==> src/rtl/sus_pkg.sv <==
`timescale 1ns / 1ps

package sus_pkg;

  // request kinds, carried on s_axis_tuser
  typedef enum logic [1:0] {
    ACT_INSERT = 2'd0,
    ACT_QUERY  = 2'd1,
    ACT_READ   = 2'd2,
    ACT_CLEAR  = 2'd3
  } action_t;

  // result status codes
  typedef enum logic [1:0] {
    ST_DONE = 2'd0,
    ST_ZERO = 2'd1,
    ST_DUP  = 2'd2,
    ST_FULL = 2'd3
  } status_t;

  // controller states
  typedef enum logic {
    S_IDLE = 1'b0,
    S_EXEC = 1'b1
  } state_t;

  // fixed field widths of the stream payloads
  localparam int unsigned KeyFieldW  = 32;
  localparam int unsigned PosFieldW  = 3;
  localparam int unsigned CountFieldW = 4;
  localparam int unsigned InDataW    = 40;
  localparam int unsigned OutDataW   = 40;

  // controller to datapath
  typedef struct packed {
    logic load;   // capture the incoming request
    logic exec;   // run the request, update table and result register
  } sus_cmd_t;

  // datapath to controller
  typedef struct packed {
    logic out_busy;  // result register holds a result not taken this cycle
  } sus_stat_t;

endpackage

==> src/rtl/sorted_unique_key_set.sv <==
`timescale 1ns / 1ps

// Sorted set of up to CAPACITY unique nonzero keys held in ascending order.
// Each request on s_axis is one of insert, query, read at index or clear
// (kind in s_axis_tuser) and yields exactly one result on m_axis with the
// status, the query hit flag, the read key and the key count after the
// request. Each request is first captured, and then all entries are
// compared against the key in parallel and the table is shifted for a
// sorted insert once the result register is free; the result register lets
// the next request come in while a result waits, but no new request is
// taken while one is executing. Keys wider than KEY_BITS are cut to their
// low KEY_BITS bits; key_count is reported modulo 16.
module sorted_unique_key_set #(
  parameter int unsigned CAPACITY = 8,
  parameter int unsigned KEY_BITS = 32
) (
  input  logic                           clk,
  input  logic                           rst,
  input  logic                           s_axis_tvalid,
  output logic                           s_axis_tready,
  input  logic [sus_pkg::InDataW-1:0]    s_axis_tdata,   // key_value, position, zero pad
  input  logic [1:0]                     s_axis_tuser,   // action
  output logic                           m_axis_tvalid,
  input  logic                           m_axis_tready,
  output logic [sus_pkg::OutDataW-1:0]   m_axis_tdata    // status, found, read_value,
                                                         // key_count, zero pad
);
  import sus_pkg::*;

  sus_cmd_t                 cmd;
  sus_stat_t                stat;
  logic [1:0]               out_status;
  logic                     out_found;
  logic [KeyFieldW-1:0]     out_value;
  logic [CountFieldW-1:0]   out_count;

  // control
  sus_ctrl u_ctrl (
    .clk           (clk),
    .rst           (rst),
    .s_axis_tvalid (s_axis_tvalid),
    .s_axis_tready (s_axis_tready),
    .stat          (stat),
    .cmd           (cmd)
  );

  // table and result register
  sus_datapath #(
    .CAPACITY (CAPACITY),
    .KEY_BITS (KEY_BITS)
  ) u_dp (
    .clk           (clk),
    .rst           (rst),
    .cmd           (cmd),
    .stat          (stat),
    .in_action     (s_axis_tuser),
    .in_key        (s_axis_tdata[KeyFieldW-1:0]),
    .in_pos        (s_axis_tdata[KeyFieldW +: PosFieldW]),
    .m_axis_tvalid (m_axis_tvalid),
    .m_axis_tready (m_axis_tready),
    .out_status    (out_status),
    .out_found     (out_found),
    .out_value     (out_value),
    .out_count     (out_count)
  );

  // pack the result
  assign m_axis_tdata = OutDataW'({out_count, out_value, out_found, out_status});

endmodule

==> src/rtl/sus_ctrl.sv <==
`timescale 1ns / 1ps

module sus_ctrl (
  input  logic               clk,
  input  logic               rst,
  input  logic               s_axis_tvalid,
  output logic               s_axis_tready,
  input  sus_pkg::sus_stat_t stat,
  output sus_pkg::sus_cmd_t  cmd
);
  import sus_pkg::*;

  state_t state;
  state_t state_next;

  // state register
  always_ff @(posedge clk) begin
    if (rst) begin
      state <= S_IDLE;
    end else begin
      state <= state_next;
    end
  end

  // next state
  always_comb begin
    state_next = state;
    unique case (state)
      S_IDLE: begin
        if (s_axis_tvalid) state_next = S_EXEC;
      end
      S_EXEC: begin
        if (!stat.out_busy) state_next = S_IDLE;
      end
      default: state_next = S_IDLE;
    endcase
  end

  // outputs
  always_comb begin
    s_axis_tready = 1'b0;
    cmd.load      = 1'b0;
    cmd.exec      = 1'b0;
    unique case (state)
      S_IDLE: begin
        s_axis_tready = 1'b1;
        cmd.load      = s_axis_tvalid;
      end
      S_EXEC: begin
        cmd.exec = !stat.out_busy;
      end
      default: begin
        s_axis_tready = 1'b0;
      end
    endcase
  end

endmodule

==> src/rtl/sus_datapath.sv <==
`timescale 1ns / 1ps

module sus_datapath #(
  parameter int unsigned CAPACITY = 8,
  parameter int unsigned KEY_BITS = 32
) (
  input  logic                              clk,
  input  logic                              rst,
  input  sus_pkg::sus_cmd_t                 cmd,
  output sus_pkg::sus_stat_t                stat,
  input  logic [1:0]                        in_action,
  input  logic [sus_pkg::KeyFieldW-1:0]     in_key,
  input  logic [sus_pkg::PosFieldW-1:0]     in_pos,
  output logic                              m_axis_tvalid,
  input  logic                              m_axis_tready,
  output logic [1:0]                        out_status,
  output logic                              out_found,
  output logic [sus_pkg::KeyFieldW-1:0]     out_value,
  output logic [sus_pkg::CountFieldW-1:0]   out_count
);
  import sus_pkg::*;

  localparam int unsigned CW     = $clog2(CAPACITY + 1);
  localparam int unsigned IW     = (CAPACITY > 1) ? $clog2(CAPACITY) : 1;
  localparam int unsigned CmpW   = (CW > PosFieldW) ? CW : PosFieldW;
  localparam int unsigned LowBits = (KEY_BITS < KeyFieldW) ? KEY_BITS : KeyFieldW;

  // captured request
  action_t               act_r;
  logic [KEY_BITS-1:0]   key_r;
  logic [PosFieldW-1:0]  pos_r;

  // table
  logic [KEY_BITS-1:0]   keys [CAPACITY];
  logic [CW-1:0]         count;
  logic [CW-1:0]         count_next;

  // per-entry compares
  logic [CAPACITY-1:0]   eq;
  logic [CAPACITY-1:0]   gt;
  logic                  held;
  logic                  full;
  logic                  ins_ok;
  logic                  rd_ok;
  status_t               res_status;

  // request capture
  always_ff @(posedge clk) begin
    if (cmd.load) begin
      act_r <= action_t'(in_action);
      key_r <= KEY_BITS'(in_key[LowBits-1:0]);
      pos_r <= in_pos;
    end
  end

  // compare the key against every held entry
  always_comb begin
    for (int i = 0; i < CAPACITY; i++) begin
      eq[i] = (CW'(i) < count) && (keys[i] == key_r);
      gt[i] = (CW'(i) < count) && (keys[i] > key_r);
    end
  end

  assign held = |eq;
  assign full = (count == CW'(CAPACITY));
  assign rd_ok = (CmpW'(pos_r) < CmpW'(count));

  // insert decision
  always_comb begin
    res_status = ST_DONE;
    ins_ok     = 1'b0;
    if (act_r == ACT_INSERT) begin
      if (key_r == '0)      res_status = ST_ZERO;
      else if (held)        res_status = ST_DUP;
      else if (full)        res_status = ST_FULL;
      else                  ins_ok     = 1'b1;
    end
  end

  // count after the request
  always_comb begin
    count_next = count;
    if (act_r == ACT_CLEAR)  count_next = '0;
    else if (ins_ok)         count_next = count + CW'(1);
  end

  always_ff @(posedge clk) begin
    if (rst) begin
      count <= '0;
    end else if (cmd.exec) begin
      count <= count_next;
    end
  end

  // sorted insert: larger entries move up one slot, key lands in the gap
  for (genvar g = 0; g < CAPACITY; g++) begin : g_entry
    if (g == 0) begin : g_first
      always_ff @(posedge clk) begin
        if (cmd.exec && ins_ok && (gt[g] || (CW'(g) == count))) begin
          keys[g] <= key_r;
        end
      end
    end else begin : g_rest
      always_ff @(posedge clk) begin
        if (cmd.exec && ins_ok) begin
          if (gt[g-1]) begin
            keys[g] <= keys[g-1];
          end else if (gt[g] || (CW'(g) == count)) begin
            keys[g] <= key_r;
          end
        end
      end
    end
  end

  // result register
  always_ff @(posedge clk) begin
    if (rst) begin
      m_axis_tvalid <= 1'b0;
    end else if (cmd.exec) begin
      m_axis_tvalid <= 1'b1;
    end else if (m_axis_tready) begin
      m_axis_tvalid <= 1'b0;
    end
  end

  always_ff @(posedge clk) begin
    if (cmd.exec) begin
      out_status <= res_status;
      out_found  <= (act_r == ACT_QUERY) && (key_r != '0) && held;
      out_value  <= ((act_r == ACT_READ) && rd_ok) ?
                    KeyFieldW'(keys[IW'(pos_r)]) : '0;
      out_count  <= CountFieldW'(count_next);
    end
  end

  assign stat.out_busy = m_axis_tvalid && !m_axis_tready;

endmodule
==> config.mk <==
export PLATFORM = sky130hd
export DESIGN_NAME = sorted_unique_key_set
export DESIGN_NICKNAME = d
export VERILOG_FILES = /design/src/rtl/sus_pkg.sv /design/src/rtl/sorted_unique_key_set.sv /design/src/rtl/sus_ctrl.sv /design/src/rtl/sus_datapath.sv
export SDC_FILE = /design/constraint.sdc
export NUM_CORES = 1
export LEC_CHECK = 0
export BUFFER_PORTS_ARGS = -buffer_cell sky130_fd_sc_hd__buf_4
export CORE_MARGIN = 5
export CORE_UTILIZATION = 30
export DETAILED_ROUTE_END_ITERATION = 8
export PLACE_DENSITY = 0.49
export REMOVE_ABC_BUFFERS = 1
export SLEW_MARGIN = 20
export SYNTH_ARGS = -nofsm -noshare
export SYNTH_HDL_FRONTEND = slang
export SYNTH_HIERARCHICAL = 1
export SYNTH_SLANG_ARGS = --single-unit
==> constraint.sdc <==
create_clock -name clk -period 9.1 [get_ports clk]
set_input_delay 0.91 -clock clk [delete_from_list [all_inputs] [get_ports clk]]
set_output_delay 0.91 -clock clk [all_outputs]
set_load 0.01 [all_outputs]
Word-level counts from Yosys, hierarchy flattened
Memories as Yosys holds them, arrays and structs flattened. A register that Yosys moved wholly into a read port is not among the register bits.
Index checks and enable logic that the tools add are counted.
{ "totals": {"ramBits": 256, "n_memories": 1, "out_inout_bits": 42, "ff_bits": 50} }
{ "mem_list": {"columns": ["name", "words", "width", "read_ports", "rd_clocked_by_memory_dff", "wr", "line", "text"], "rows": [
  ["u_dp.keys", 8, 32, 9, 1, 8, "sus_datapath.sv:34", "logic [KEY_BITS-1:0] keys [CAPACITY];"]
]} }
{ "op_classes": {"bitwise_logic": 9, "n_reduce_logical": 40, "n_addsub": 1, "order_cmp": 17, "n_eq_ne": 19, "mux": 75} }
{ "op_table": {"columns": ["cell", "n"], "rows": [
  ["$eq 32x32->1", 8],
  ["$gt 32x32->1", 8],
  ["$mux 32", 7],
  ["$mux 1", 63],
  ["$logic_not 32->1", 1],
  ["$reduce_bool 32->1", 1],
  ["$logic_and 1x1->1", 22],
  ["$eq 3x4->1 const A", 4],
  ["$lt 3x4->1 const A", 4],
  ["$eq 2x4->1 const A", 2],
  ["$logic_or 1x1->1", 8],
  ["$lt 1x4->1 const A", 2],
  ["$lt 2x4->1 const A", 2],
  ["$mux 4", 2],
  ["$reduce_or 8->1", 1],
  ["$or 1x1->1", 7],
  ["$add 4x1->4 const B", 1],
  ["$eq 1x4->1 const A", 1],
  ["$eq 2x2->1 const B", 2],
  ["$eq 4x4->1 const B", 1],
  ["$logic_not 4->1", 1],
  ["$lt 3x4->1", 1],
  ["$mux 2", 2],
  ["$logic_not 1->1", 3],
  ["other kinds (6)", 7]
]} }

Logic depth before layout (Yosys ltp)
Gate-level depths: netlist of run 1.
An unclocked memory read counts as a cell.
{ "depth": {"ltp_word": 11, "ltp_mapped": 12, "ltp_nobuf": 10} }

By module
The synthesis of run 1 kept the hierarchy.
{ "by_module_without_submodules": {"columns": ["mod", "cells_each", "area_each_um2", "seq_area_each_um2", "n_inst"], "rows": [
  ["sus_datapath", 1539, 21589.5, 10069.7, 1],
  ["sus_ctrl", 6, 50.0, 20.0, 1],
  ["sorted_unique_key_set", 3, 18.8, 0.0, 1]
]} }

Worst setup path after synthesis of run 1
No wires, ideal clock.
{ "synth_timing": {"path_kind": "input to register", "startpoint": "input port m_axis_tready", "endpoint": "memory u_dp.keys[1][0] (enable)", "setup_slack_ns": 3.419, "required_time_ns": 8.659, "cell_stages": 6, "t_arrival_ns": 5.240, "path_cell_list": "nor2b_1 > nor2_1 > buf_2 > nand3_4 > clkbuf_1 > a31oi_1"} }
{ "synth_rtl": {"columns": ["element", "line", "text"], "rows": [
  ["start, declared", "sorted_unique_key_set.sv:24", "input logic m_axis_tready,"],
  ["end, declared", "sus_datapath.sv:34", null]
]} }

==> results of run 1 <==
==> cells in the final DEF (no fill, tap or decap), types with 6 or more instances in the layout <==
| master | netlist | final |
|---|---|---|
| mux2_4 | 60 | 60 |
| o211ai_1 | 11 | 11 |
| clkbuf_1 | 13 | 9 |
| clkinv_2 | 0 | 6 |
| a221oi_1 | 6 | 6 |
| a21boi_0 | 7 | 7 |
| mux2_1 | 56 | 56 |
| o21ai_0 | 27 | 27 |
| ha_1 | 261 | 261 |
| nor2_1 | 60 | 58 |
| mux2_2 | 108 | 108 |
| o31ai_1 | 6 | 6 |
| o21a_1 | 7 | 7 |
| nor3_1 | 8 | 8 |
| nand2_1 | 45 | 45 |
| nand4_1 | 60 | 60 |
| a21o_1 | 35 | 35 |
| nor4_1 | 13 | 13 |
| and4_1 | 6 | 6 |
| a211oi_1 | 8 | 8 |
| clkbuf_16 | 0 | 45 |
| dfxtp_1 | 6 | 6 |
| edfxtp_1 | 332 | 332 |
| mux4_2 | 64 | 64 |
| mux2i_1 | 33 | 33 |
| inv_1 | 48 | 48 |
| nand3_1 | 35 | 35 |
| a21oi_1 | 108 | 104 |
| nor2b_1 | 15 | 14 |
| buf_4 | 5 | 105 |
==> cell type report <==
class	instances	area, µm²
Antenna cell	1	2.50
Clock buffer	54	1160
Clock inverter	22	245
Fill cell	6908	46700
Inverter	49	184
Multi-Input combinational cell	1111	11100
Sequential cell	338	10100
Tap cell	950	1190
Timing Repair Buffer	105	788
==> final timing paths <==
kind	start	endpoint	slack, ps	cells after the start
setup / recovery	u_dp/key_r[27]$_DFFE_PP_	u_dp/keys[5][14]$_DFFE_PP_	3680	11
hold / removal	s_axis_tdata[4]	u_dp/key_r[4]$_DFFE_PP_	510	1
setup reg to reg	u_dp/key_r[27]$_DFFE_PP_	u_dp/keys[5][14]$_DFFE_PP_	3680	11
hold reg to reg	u_ctrl/state$_SDFF_PP0_	u_ctrl/state$_SDFF_PP0_	560	2
==> layer usage <==
metal,wire [µm],vias up,track usage
li1,-,6461,-
met1,30800,7296,0.234
met2,33900,384,0.300
met3,3380,80,0.0258
met4,1670,0,0.0462
met5,0,-,0
==> state kept, by name, summed over array words and instances, names as in the netlist <==
signal	cells
u_dp/keys	256
u_dp/key_r	32
u_dp/out_value	32
u_dp/count	4
u_dp/out_count	4
u_dp/pos_r	3
u_dp/act_r	2
u_dp/out_status	2
u_ctrl/state	1
u_dp/m_axis_tvalid	1
u_dp/out_found	1
==> power by group <==
group | internal, W | total, W | switching (W)
Combinational | 0.000127 | 0.000314 | 0.000187
Sequential | 0.00172 | 0.00175 | 0.0000354
Clock | 0.00104 | 0.00174 | 0.000700
==> per-stage QoR <==
stage               hold WS [ps]   util  std cells  total power, W
floorplan                    503      -       1498         0.00197
global placement             516  0.327       2553         0.00210
detailed placement           558  0.327       2553         0.00210
CTS                          469  0.347       2629         0.00388
global route                 475  0.347       2629         0.00397
finish                       510  0.347       2630         0.00381
==> logic make-up after synthesis <==
kind of cell,Yosys count
mux,321
compound gates,247
flops,338
fa+ha+maj,261
other cells,1
xor+xnor,1
simple gates,280
buf+inv,99
==> impl_metrics.yaml, run 1 <==
status:
  status: "finished, final reports clean"
timing:
  hold_viol: 0
  finClkSkew_ps: 14.3
  fin_tns_setup_ps: 0
  rsz0062_at_grt: "false"
  worst_slack_ps: 3680
  finalCriticalPeriod_ps: 5420
  tightest_slew_ps: 1150
  fmax_mhz: 185
  slew_headroom: 0.227
  fin_crit_sh: 0.595
  finalMaxSlewViolations: 0
  finalSetupViolCount: 0
synthesis:
  yosys.area_share.simple: 0.0735
  synth_common_cells: "332 x edfxtp_1, 261 x ha_1, 108 x a21oi_1, 108 x mux2_2, 64 x mux4_2"
  synth_compound_area_frac: 0.0748
  ys_warn_count: 6
  syn_area_um2: 21700
  synth_area_leaders: "edfxtp_1 46%, ha_1 15%, mux4_2 6.7%"
  synthAdderAreaFrac: 0.151
  async_reset_ff_frac: 0
  syn_area_per_cell_um2: 14.0
  synth_xor_area_frac: 0.000404
  synth_top_family_by_area: "multiplexers"
  synthMuxAreaShare: 0.209
  seq_area_frac_synth: 0.466
  ys_seq_elements: 338
  syn_inst: 1548
  netlist.top_cell.by_area: "edfxtp_1"
  yosysMostFrequentCell: "edfxtp_1"
  synth.distinct_cells: 74
  synth_edf_count: 332
  yosysTopAreaCellShare: 0.460
  synthFlopType: "edfxtp_1"
floorplan:
  start_util: 0.303
  die_area_um2: 77700
  rows: 98
  ios: 88
  core_um2: 71500
  dieWidth_um: 279
  fp.dieH_um: 279
clock_tree:
  ctsResizeCount: 0
  h-tree-depth: 2
  cts_buffer_depth: 3
  cts_tree: "yes"
  ctsRootBufferMaster: "clkbuf_16"
  cts_setup_buffers: 0
  cts_sinks: 338
  cts_hold_buf: 0
  cts-buffers-inserted: 43
  clk_pin_slew_ps: 60
  clk_latency_ps: 580
worst_setup_path:
  endpoint_kind: "register"
  crit_family: "simple AND/OR/NAND/NOR gates"
  cp.arrival_ps: 5730
  crit_slowest_cell: "nor3b_4"
  crit_required_ps: 9420
  worst-path-buf-inv: 2
  start_kind: "register"
  crit_chain: "inv_1, ha_1, nand4_1, nor4_1, a221oi_1, o31ai_1, o21ai_0, o41a_1, nor3b_4, buf_4, mux2_2"
  worstSetupPathType: "reg2reg"
  cpPeakStageDelay_ps: 890
  path_max_fanout: 19
layout:
  drive_gt1_frac: 0.259
  nets: 1955
  area_delta_synth_final_pct: 14.4
  final_cell_area_um2: 24800
routing:
  via_per_inst: 5.41
  drc: 0
  firstDrtPassIters: 6
  vias: 14200
  wirelength_mm: 69.7
  drt_iter0_drc: 1074
  final_antenna_net_count: 0
  wire_per_inst_um: 26.5
hold_path:
  min_path_type: "in2reg"
power_and_ir_drop:
  p_leak_nw: 9.36
  p_per_area_nw_per_um2: 154
  ir_worst_vdd_v: 0.000119
global_routing:
  grt_usage: 0.175
  grt_pass1_wl_mm: 102
  grt_max_degree: 49
  grt_pass1_vias: 14900
  overflow: 0
  antenna_found_initial: 1
place:
  placedInstanceArea_um2: 23400
  gp_congestion: 0.873
  hpwl_mm: 49.3
  numPortBuffers: 81
  place_ws_ps: 3760
run:
  cap_viol_max_count: 0
(Power assumes the default switching activity.)
==> inputs of run 2 (changes only) <==
- clock period: 9.1 -> 5.2 ns (I/O delays scaled with it)
==> run 2 against run 1 <==
  * Setup slack lost 3000 ps
  * Clock skew grew 8.3 ps
  * Register-to-register slack lost 3000 ps
  * Design area rose by 1.7%
  * Largest cell class unchanged
  * Die area is the same
  * Via count is 0.78% higher
  * Combinational power increased by 92%
  * Count of clock-buffer cells in the layout is 1 higher
  * Sequential power grew 74%
==> impl_metrics.yaml, run 2 (synthesis results as in run 1) <==
status:
  status: "finished, final reports clean"
timing:
  finalSetupViolCount: 0
  hold_viol: 0
  fin_crit_sh: 0.873
  fin_tns_setup_ps: 0
  finClkSkew_ps: 22.6
  slew_headroom: 0.341
  finalMaxSlewViolations: 0
  finalCriticalPeriod_ps: 4540
  worst_hold_slack_ps: 128
  rsz0062_at_grt: "false"
  tightest_slew_ps: 979
  fmax_mhz: 220
floorplan:
  die_area_um2: 77700
  core_um2: 71500
  dieWidth_um: 279
  start_util: 0.303
  ios: 88
  rows: 98
  fp.dieH_um: 279
worst_setup_path:
  path_max_fanout: 20
  crit_required_ps: 5510
  start_kind: "register"
  worstSetupPathType: "reg2reg"
  endpoint_kind: "register"
  cp.arrival_ps: 4850
global_routing:
  grt_pass1_wl_mm: 103
  grt_max_degree: 65
  antenna_found_initial: 1
  grt_pass1_vias: 15300
  overflow: 0
  grt_usage: 0.177
routing:
  via_per_inst: 5.36
  final_antenna_net_count: 0
  wirelength_mm: 70.3
  firstDrtPassIters: 5
  wire_per_inst_um: 26.3
  drt_iter0_drc: 1040
  drc: 0
  vias: 14300
clock_tree:
  h-tree-depth: 2
  ctsRootBufferMaster: "clkbuf_16"
  cts_setup_buffers: 0
  clk_latency_ps: 570
  cts_buffer_depth: 3
  clk_pin_slew_ps: 60
  cts_sinks: 338
  ctsResizeCount: 0
  cts_tree: "yes"
  cts_hold_buf: 0
  cts-buffers-inserted: 43
place:
  gp_congestion: 0.889
  hpwl_mm: 50.3
  placedInstanceArea_um2: 23800
  numPortBuffers: 81
layout:
  fin_util: 0.353
  final_cell_area_um2: 25200
  area_delta_synth_final_pct: 16.4
  antenna_cells: 0
  fill_cells: 6894
  top_register: "u_dp/keys"
  top_regs: "u_dp/keys (256), u_dp/key_r (32), u_dp/out_value (32)"
  drive_gt1_frac: 0.278
  mostFrequentLayoutCells: "332 x edfxtp_1, 261 x ha_1, 143 x buf_4"
  nets: 2000
  final_common_cell: "edfxtp_1"
  largest_reg_flops: 256
power_and_ir_drop:
  p_leak_nw: 9.62
  power_w: 0.00669
  ir_worst_vdd_v: 0.000224
  p_per_area_nw_per_um2: 265
run:
  cap_viol_max_count: 0
hold_path:
  min_path_type: "in2reg"
==> run 2: per-stage QoR <==
step / instances / setup WS [ps]
floorplan: 1498 / -543
global placement: 2598 / 618
detailed placement: 2598 / 789
CTS: 2675 / 797
global route: 2675 / 462
finish: 2675 / 659
==> run 2: worst paths after layout <==
kind,startpoint,endpoint,slack (ps),cells past startpoint
min,s_axis_tdata[6],u_dp/key_r[6]$_DFFE_PP_,130,1
max,u_dp/key_r[18]$_DFFE_PP_,u_dp/keys[2][21]$_DFFE_PP_,660,10
min reg2reg,u_ctrl/state$_SDFF_PP0_,u_ctrl/state$_SDFF_PP0_,550,2
max reg2reg,u_dp/key_r[18]$_DFFE_PP_,u_dp/keys[2][21]$_DFFE_PP_,660,10
==> run 2: final cells by class <==
cell class | count | area [µm²] | share of cell area
clock inverter | 22 | 231 | 0.00919
tap | 950 | 1190 | 0.0472
multi-input combinational | 1111 | 11100 | 0.441
timing repair buffer | 150 | 1210 | 0.0482
clock buffer | 55 | 1170 | 0.0466
sequential | 338 | 10100 | 0.400
inverter | 49 | 184 | 0.00730
==> run 2: power by group <==
part / internal (W) / switching, W
Sequential: 0.00301 / 0.0000328
Combinational: 0.000238 / 0.000365
Clock: 0.00183 / 0.00121
==> run 2: per-layer routing <==
metal,vias up,part of all wire,GRT usage
li1,6519,-,-
met1,7321,0.44,0.233
met2,389,0.48,0.299
met3,103,0.056,0.0332
met4,0,0.031,0.0511
met5,-,0,0
==> run 2: critical path, stage by stage, from the launching register on <==
cell	delay, ps
edfxtp_1	590
inv_1	310
ha_1	290
a21oi_1	270
a211oi_1	140
nor4_1	780
o21ai_0	260
o21ai_2	480
o2111ai_4	470
buf_12	340
mux2_4	320
==> inputs of run 3 (changes only) <==
- SYNTH_HIERARCHICAL: 1 -> unset
==> run 3 against run 2 <==
  * Non-clock buffer count shrank 13
  * Die area shrank 2.0%
  * Hold slack got worse by 11 ps
  * Cell count is essentially flat
  * Sequential cell count unchanged
  * First-iteration DRC count rose by 30%
  * Critical path type unchanged
==> impl_metrics.yaml, run 3 <==
layout:
  fill_cells: 6843
  ff_latch_area_um2: 10100
  nets: 2014
  largest_reg_flops: 256
  top_regs: "u_dp.keys (256), u_dp.key_r (32), u_dp.out_value (32)"
  mostFrequentLayoutCells: "332 x edfxtp_1, 261 x ha_1, 193 x mux2_2"
  multiInputGateArea_um2: 10800
  drive_gt1_frac: 0.270
  antenna_cells: 0
  area_delta_synth_final_pct: 16.3
  final_common_cell: "edfxtp_1"
  top_register: "u_dp.keys"
  stdcell_count: 2676
clock_tree:
  cts_tree: "yes"
  cts_buffer_depth: 3
  clk_pin_slew_ps: 60
  cts_hold_buf: 0
  clk_latency_ps: 580
  ctsResizeCount: 0
  ctsRootBufferMaster: "clkbuf_16"
  cts_setup_buffers: 0
  cts-buffers-inserted: 42
  cts_sinks: 338
  h-tree-depth: 2
power_and_ir_drop:
  combPwrFrac: 0.095
  p_per_area_nw_per_um2: 264
  p_int_w: 0.00489
  p_leak_nw: 9.15
  clockPowerShare: 0.433
  seq_power_share: 0.471
  ir_worst_vdd_v: 0.000185
  switching_power_w: 0.00162
  switching_share: 0.249
worst_setup_path:
  worstSetupPathType: "reg2reg"
  crit_required_ps: 5510
  endpoint_kind: "register"
  path_max_fanout: 21
  rrSetupSlack_ps: 860
  cp.arrival_ps: 4650
  start_kind: "register"
synthesis:
  yosysMostFrequentCell: "edfxtp_1"
  synth_edf_count: 332
  syn_area_per_cell_um2: 13.5
  syn_inst: 1576
  synth_common_cells: "332 x edfxtp_1, 261 x ha_1, 193 x mux2_2"
  synthFlopType: "edfxtp_1"
  async_reset_ff_frac: 0
  seq_area_frac_synth: 0.476
  ys_seq_elements: 338
  netlist.top_cell.by_area: "edfxtp_1"
  syn_area_um2: 21200
  synth.distinct_cells: 62
  yosysTopAreaCellShare: 0.470
  synth_area_leaders: "edfxtp_1 47%, ha_1 15%, mux2_2 10%"
  ys_warn_count: 0
status:
  status: "finished, final reports clean"
place:
  gp_congestion: 0.918
  numPortBuffers: 81
  hpwl_mm: 50.7
  dp.cells: 2603
timing:
  finalCriticalPeriod_ps: 4340
  fmax_mhz: 230
  finClkSkew_ps: 25.0
  rsz0062_at_grt: "false"
  slew_headroom: 0.319
  finalSetupViolCount: 0
  fin_crit_sh: 0.835
  fin_tns_setup_ps: 0
  tightest_slew_ps: 996
  hold_viol: 0
  finalMaxSlewViolations: 0
global_routing:
  grt_max_degree: 42
  grt_pass1_wl_mm: 102
  grt_pass1_vias: 14600
  antenna_found_initial: 1
  overflow: 0
  grt_usage: 0.182
floorplan:
  rows: 97
  core_um2: 70000
  ios: 88
  start_util: 0.303
  fp.dieH_um: 276
  die_area_um2: 76100
  dieWidth_um: 276
run:
  cap_viol_max_count: 0
routing:
  vias: 14600
  firstDrtPassIters: 6
  final_antenna_net_count: 0
  wirelength_mm: 69.8
  wire_per_inst_um: 26.1
  via_per_inst: 5.45
  drc: 0
  drt_iter0_drc: 1348
hold_path:
  min_path_type: "in2reg"
==> run 3: cell count changes after synthesis, moves of 7 or more <==
cell     before  now
nand3_1      35   28
nor3_1        8   19
buf_2         3   21
nand2_1      45   55
buf_6        13    3
mux2_1       56   31
o21ai_0      27   42
mux2_4       60    0
nor2_1       60   72
a21o_1       35   28
mux2_2      108  193
==> run 3: power by group through the flow <==
stage	clock network (W)	logic, W	registers (W)
global placement	0	0.000617	0.00313
detailed placement	0	0.000624	0.00313
global route	0.00300	0.000687	0.00308
floorplan	0	0.000336	0.00315
CTS	0.00290	0.000627	0.00307
finish	0.00282	0.000622	0.00307
==> run 3: cells by family after synthesis <==
family,count (synthesis),synth area share
flops,338,0.476
mux,322,0.203
simple gates,301,0.0738
fa+ha+maj,261,0.154
compound gates,249,0.0715
buf+inv,101,0.0205
xor+xnor,3,0.00124
other cells,1,0.000177
==> run 3: per-layer routing <==
metal  share of wire  up-vias  wire, µm  GRT usage
met4           0.021        0      1430     0.0394
met2            0.46      408     32300      0.294
met3           0.049       69      3390     0.0238
met1            0.47     7519     32700      0.262
li1                -     6587         -          -
met5               0        -         0          0
==> run 3: per-stage QoR <==
| stage | total power (W) | utilization | hold WS [ps] | worst slack [ps] | cell area (µm²) |
|---|---|---|---|---|---|
| floorplan | 0.00348 | - | 450 | 739 | 21000 |
| global placement | 0.00375 | 0.334 | 474 | 937 | 23400 |
| detailed placement | 0.00375 | 0.334 | 479 | 922 | 23400 |
| CTS | 0.00660 | 0.352 | 87.1 | 864 | 24700 |
| global route | 0.00677 | 0.352 | 95.7 | 626 | 24700 |
| finish | 0.00652 | 0.352 | 117 | 860 | 24700 |
==> run 3: worst paths after layout <==
check | startpoint | endpoint | cells after the start
worst min-delay path | s_axis_tdata[19] | u_dp.key_r[19]$_DFFE_PP_ | 1
worst max register to register | u_dp.key_r[25]$_DFFE_PP_ | u_dp.keys[7][26]$_DFFE_PP_ | 10
worst min register to register | u_dp.m_axis_tvalid$_SDFFE_PP0P_ | u_dp.m_axis_tvalid$_SDFFE_PP0P_ | 2
worst max-delay path | u_dp.key_r[25]$_DFFE_PP_ | u_dp.keys[7][26]$_DFFE_PP_ | 10
==> run 3: area by class of cell <==
class / instances / area share
Clock inverter: 22 / 0.00781
Tap cell: 940 / 0.0477
Timing Repair Buffer: 137 / 0.0447
Multi-Input combinational cell: 1137 / 0.439
Inverter: 51 / 0.00776
Sequential cell: 338 / 0.409
Clock buffer: 51 / 0.0440
==> run 3: worst max-delay path, cell delays in order, from the launching register on <==
cell,delay [ps]
edfxtp_1,560
inv_1,270
ha_1,370
nand4_1,290
nor3_1,690
o31ai_1,190
o211ai_1,230
o221ai_1,340
nor3b_4,290
buf_4,410
mux2_2,380
